===== src/rtl/core/mma_pkg.sv =====
// Package for the matrix multiply-accumulate block.
// Field widths, request codes, sequencer states and the MAC control struct.
// No dependencies.
package mma_pkg;

	localparam int REQ_W       = 2;
	localparam int IDX_W       = 6;
	localparam int DATA_W      = 32;
	localparam int MSIZE_W     = 4;
	localparam logic [MSIZE_W-1:0] MSIZE_RESET = 4'd8;

	typedef enum logic [1:0] {
		REQ_LOAD  = 2'd0,
		REQ_ACC   = 2'd1,
		REQ_READ  = 2'd2,
		REQ_CLEAR = 2'd3
	} mma_req_t;

	typedef enum logic [1:0] {
		ST_IDLE,
		ST_MAC,
		ST_DRAIN,
		ST_READ
	} mma_state_t;

	typedef struct packed {
		logic valid;
		logic first;
		logic last;
	} mma_ctl_t;

endpackage


===== src/rtl/core/mma_mac.sv =====
// Shared multiply-accumulate unit: registered 32x32 product, then a wrapping sum.
// Seeds each dot product with the old C word. Depends on mma_pkg.
module mma_mac import mma_pkg::*; (
	input  logic              clk,
	input  logic              arst_n,
	input  mma_ctl_t          ctl_s1,
	input  logic [DATA_W-1:0] a_s1,
	input  logic [DATA_W-1:0] b_s1,
	input  logic [DATA_W-1:0] c_old_s1,
	output logic              busy,
	output logic              wr_en,
	output logic [DATA_W-1:0] wr_data
);
	mma_ctl_t          ctl_s2;
	logic [DATA_W-1:0] prod_s2;
	logic [DATA_W-1:0] c_old_s2;
	logic [DATA_W-1:0] sum_q;
	logic [DATA_W-1:0] acc;

	always_ff @(posedge clk or negedge arst_n) begin
		if (!arst_n) begin
			ctl_s2 <= '0;
		end else begin
			ctl_s2 <= ctl_s1;
		end
	end

	always_ff @(posedge clk) begin
		prod_s2  <= DATA_W'(a_s1 * b_s1);
		c_old_s2 <= c_old_s1;
		if (ctl_s2.valid) begin
			sum_q <= acc;
		end
	end

	assign acc     = (ctl_s2.first ? c_old_s2 : sum_q) + prod_s2;
	assign wr_en   = ctl_s2.valid && ctl_s2.last;
	assign wr_data = acc;
	assign busy    = ctl_s2.valid;
endmodule


===== config.mk =====
export PLATFORM = sky130hd
export DESIGN_NAME = mma_mac
export DESIGN_NICKNAME = d
export VERILOG_FILES = /design/src/rtl/core/mma_pkg.sv /design/src/rtl/core/mma_mac.sv
export SDC_FILE = /design/constraint.sdc
export NUM_CORES = 1
export LEC_CHECK = 0
export BUFFER_PORTS_ARGS = -buffer_cell sky130_fd_sc_hd__buf_4
export CORE_ASPECT_RATIO = 0.6
export CORE_MARGIN = 2
export CORE_UTILIZATION = 50
export CTS_BUF_LIST = sky130_fd_sc_hd__clkbuf_4
export CTS_CLUSTER_SIZE = 16
export DETAILED_ROUTE_END_ITERATION = 8
export PLACE_DENSITY = 0.76
export SKIP_LAST_GASP = 1
export SLEW_MARGIN = 20
export SYNTH_ARGS = -nofsm -noshare
export SYNTH_HDL_FRONTEND = slang
export SYNTH_SLANG_ARGS = --single-unit

===== constraint.sdc =====
create_clock -name clk -period 5.8 [get_ports clk]
set_input_delay 0.58 -clock clk [delete_from_list [all_inputs] [get_ports clk]]
set_output_delay 0.58 -clock clk [all_outputs]
set_load 0.01 [all_outputs]

==> qor.yml <==
status: "finished with violations"
violations: "negative setup slack"
worstSetupStartpoint: "a_s1[16]"
clock_skew_ns: 0.02812
numCtsBuffers: 9
vias: 15586
worstPathArrival_ns: 6.83
gp_congestion: 0.9445
grt_usage: 0.2910
finalHoldViolCount: 0
ys.flop_type: "dfxtp_1"
cts_max_level: 3
dr.pass1.iters: 5
async_flop_share: 0.03030
start_util: 0.5084
fin_nets: 3066
cts_tree: "built"
r2r_slack_ns: 1.34
drcViolationCount: 0
drt-total-wl_um: 59220
period_share: 1.103
cp_max_fo: 6
avgSynthCellArea_um2: 9.473
reg2reg_to: "sum_q[28]$_DFFE_PP_"
cap_violations: 0
crit_path_end_kind: "flip-flop"
rsz0062_at_grt: "yes"
r2r_cells: 14
r2r_start: "ctl_s2[1]$_DFF_PN0_"
die-area_mm2: 0.04149
coreArea_mm2: 0.03917
fill_cells: 3094
grt_pass1_vias: 16410
pre_cts_slack_ns: -1.331
antenna_found_initial: 1
worst_pin_slew_ns: 0.8667
fin_crit_ns: 6.399
yosys_warnings: 0
synth.distinct_cells: 59
syn-cell-area_mm2: 0.01991
cts_sinks: 99
insertion_delay_ns: 0.52
post_drt_wl_per_cell_um: 20.21
holdCritPathClass: "in -> reg"
clk_pin_slew_worst_paths_ns: 0.18
grt_max_degree: 20
ys_seq_elements: 99
drive_gt1_frac: 0.2418
report.final.slew_viol_count: 0
die_h_um: 158.6
slew_headroom: 0.4222
num_rows: 56
critPathLaunchType: "primary input"
drt_first_iter_violations: 1321
fmax_mhz: 156.3
endpoint: "prod_s2[30]$_DFF_P_"
grt_pass1_wl_um: 90780
worst_ep_required_time_ns: 6.23
tns_ns: -5.431
viasPerCell: 5.318
syn-num-nets: 2766
root_buffer: "clkbuf_4"
io_buffer_count: 134
setup_violations: 15
synth-edff-count: 32
yosysSeqAreaShare: 0.1164
die_w_um: 261.6
io_pins: 135
setup_ws_ns: -0.5993
clockBufferDepth: 2
critPathKind: "in -> reg"
synth_cells: 2102
final_antenna_net_count: 0
syn2layout_area_growth_pct: 21.58
dp_hpwl_um: 50020
overflow: 0
## cells in the final DEF, fill, tap and decap left out, drive strengths merged, types with 10 or more instances in the layout
master	count
nor3	10
inv	408
xnor2	90
and2	274
xor2	25
ha	154
a21o	24
buf	382
dfxtp	64
a21oi	45
nor2	34
nand3	13
mux2	30
nand2	278
edfxtp	32
fa	409
o21ai	26
## Yosys cell counts (2+ instances only)
cell / number / share of area
fa_1: 409 / 0.41
inv_1: 404 / 0.076
nand2_1: 278 / 0.052
and2_1: 274 / 0.086
ha_1: 154 / 0.097
clkbuf_1: 93 / 0.018
xnor2_1: 90 / 0.040
dfxtp_1: 64 / 0.064
a21oi_1: 44 / 0.011
nor2_1: 34 / 0.0064
edfxtp_1: 32 / 0.048
mux2_2: 30 / 0.017
xor2_1: 25 / 0.011
a21o_1: 24 / 0.0090
o21ai_0: 22 / 0.0055
nand3_1: 13 / 0.0033
nor3_1: 10 / 0.0025
o211ai_1: 9 / 0.0034
a31oi_1: 8 / 0.0025
nand2b_1: 8 / 0.0025
nor2b_1: 8 / 0.0025
a211oi_1: 6 / 0.0023
o21a_1: 6 / 0.0023
and3_1: 5 / 0.0016
nand4_1: 5 / 0.0016
o21bai_1: 4 / 0.0015
dfrtp_1: 3 / 0.0038
o21ai_1: 3 / 0.00075
a2111o_1: 2 / 0.0011
a221oi_1: 2 / 0.00088
a311oi_1: 2 / 0.00088
mux2i_1: 2 / 0.0010
o221ai_1: 2 / 0.00088
or4_1: 2 / 0.00075
## how the worst min path moves through the flow
stage / startpoint / to / slack [ns] / cells past startpoint
after floorplan: arst_n / busy$_DFF_PN0_ / 0.28 / 0
after global routing: c_old_s1[21] / c_old_s2[21]$_DFF_P_ / 0.11 / 1
after detailed placement: arst_n / busy$_DFF_PN0_ / 0.37 / 1
final: c_old_s1[9] / c_old_s2[9]$_DFF_P_ / 0.15 / 1
after CTS: c_old_s1[21] / c_old_s2[21]$_DFF_P_ / 0.14 / 1
after global placement: arst_n / ctl_s2[0]$_DFF_PN0_ / 0.37 / 1
## worst max-delay path, cell delays in order
cell      delay [ns]
buf_12          0.11
and2_4          0.15
fa_1            0.57
inv_2           0.05
fa_1            0.53
fa_2            0.51
fa_1            0.59
inv_2           0.05
fa_1            0.46
fa_1            0.51
fa_1            0.46
fa_1            0.53
ha_4            0.31
and3_4          0.22
nand2_4         0.06
a311oi_4        0.26
a21oi_2         0.11
o211ai_1        0.22
buf_4           0.20
a31o_1          0.17
a21oi_2         0.06
xnor2_1         0.11
## final cells by class
cell class / instances / area [um^2] / area share
antenna: 2 / 5.005 / 0.0002067
clock buffer: 9 / 67.56 / 0.002791
clock inverter: 7 / 67.56 / 0.002791
inverter: 405 / 1520 / 0.06280
multi-input combinational: 1504 / 16420 / 0.6782
sequential: 99 / 2317 / 0.09572
tap: 522 / 653.1 / 0.02698
timing repair buffer: 383 / 3159 / 0.1305
## flip-flops by register name, summed over array words and instances, names as in the netlist
signal and flops:
sum_q 32, ctl_s2 2, prod_s2 32, busy 1, c_old_s2 32
## logic make-up after synthesis
kind of cell               synth area share
AOI/OAI and AO/OA                   0.05165
adders and majority gates            0.5080
DFF                                  0.1164
and+or+nand+nor                      0.1614
buffers and inverters               0.09407
xor gates and xnor gates            0.05058
muxes                               0.01797
## metal layers
metal	vias up	share of wire	GRT usage
met5	-	0	0
met4	0	0.013	0.03247
met3	76	0.13	0.1180
met2	727	0.42	0.4148
met1	7860	0.44	0.4261
li1	6923	-	-
## per-stage QoR
| step | area [um^2] | hold WS, ns | instances | utilization |
|---|---|---|---|---|
| finish | 24210 | 0.1484 | 2931 | 0.6181 |
| global placement | 23150 | 0.3672 | 2894 | 0.5911 |
| floorplan | 20180 | 0.2844 | 2102 | - |
| CTS | 23620 | 0.1390 | 2922 | 0.6030 |
| global route | 24210 | 0.1146 | 2930 | 0.6180 |
| detailed placement | 23150 | 0.3697 | 2894 | 0.5911 |
## timing repair
action,CTS,global route
endpoints found under the setup margin,17,21
resized for setup,58,137
buffers inserted,11,8
hold endpoints to repair,3,0
hold buffers,1,0
pin swaps,40,92
Power is not shown: default switching activity piles up to over one toggle a cycle in this logic, so the estimate is an artifact.
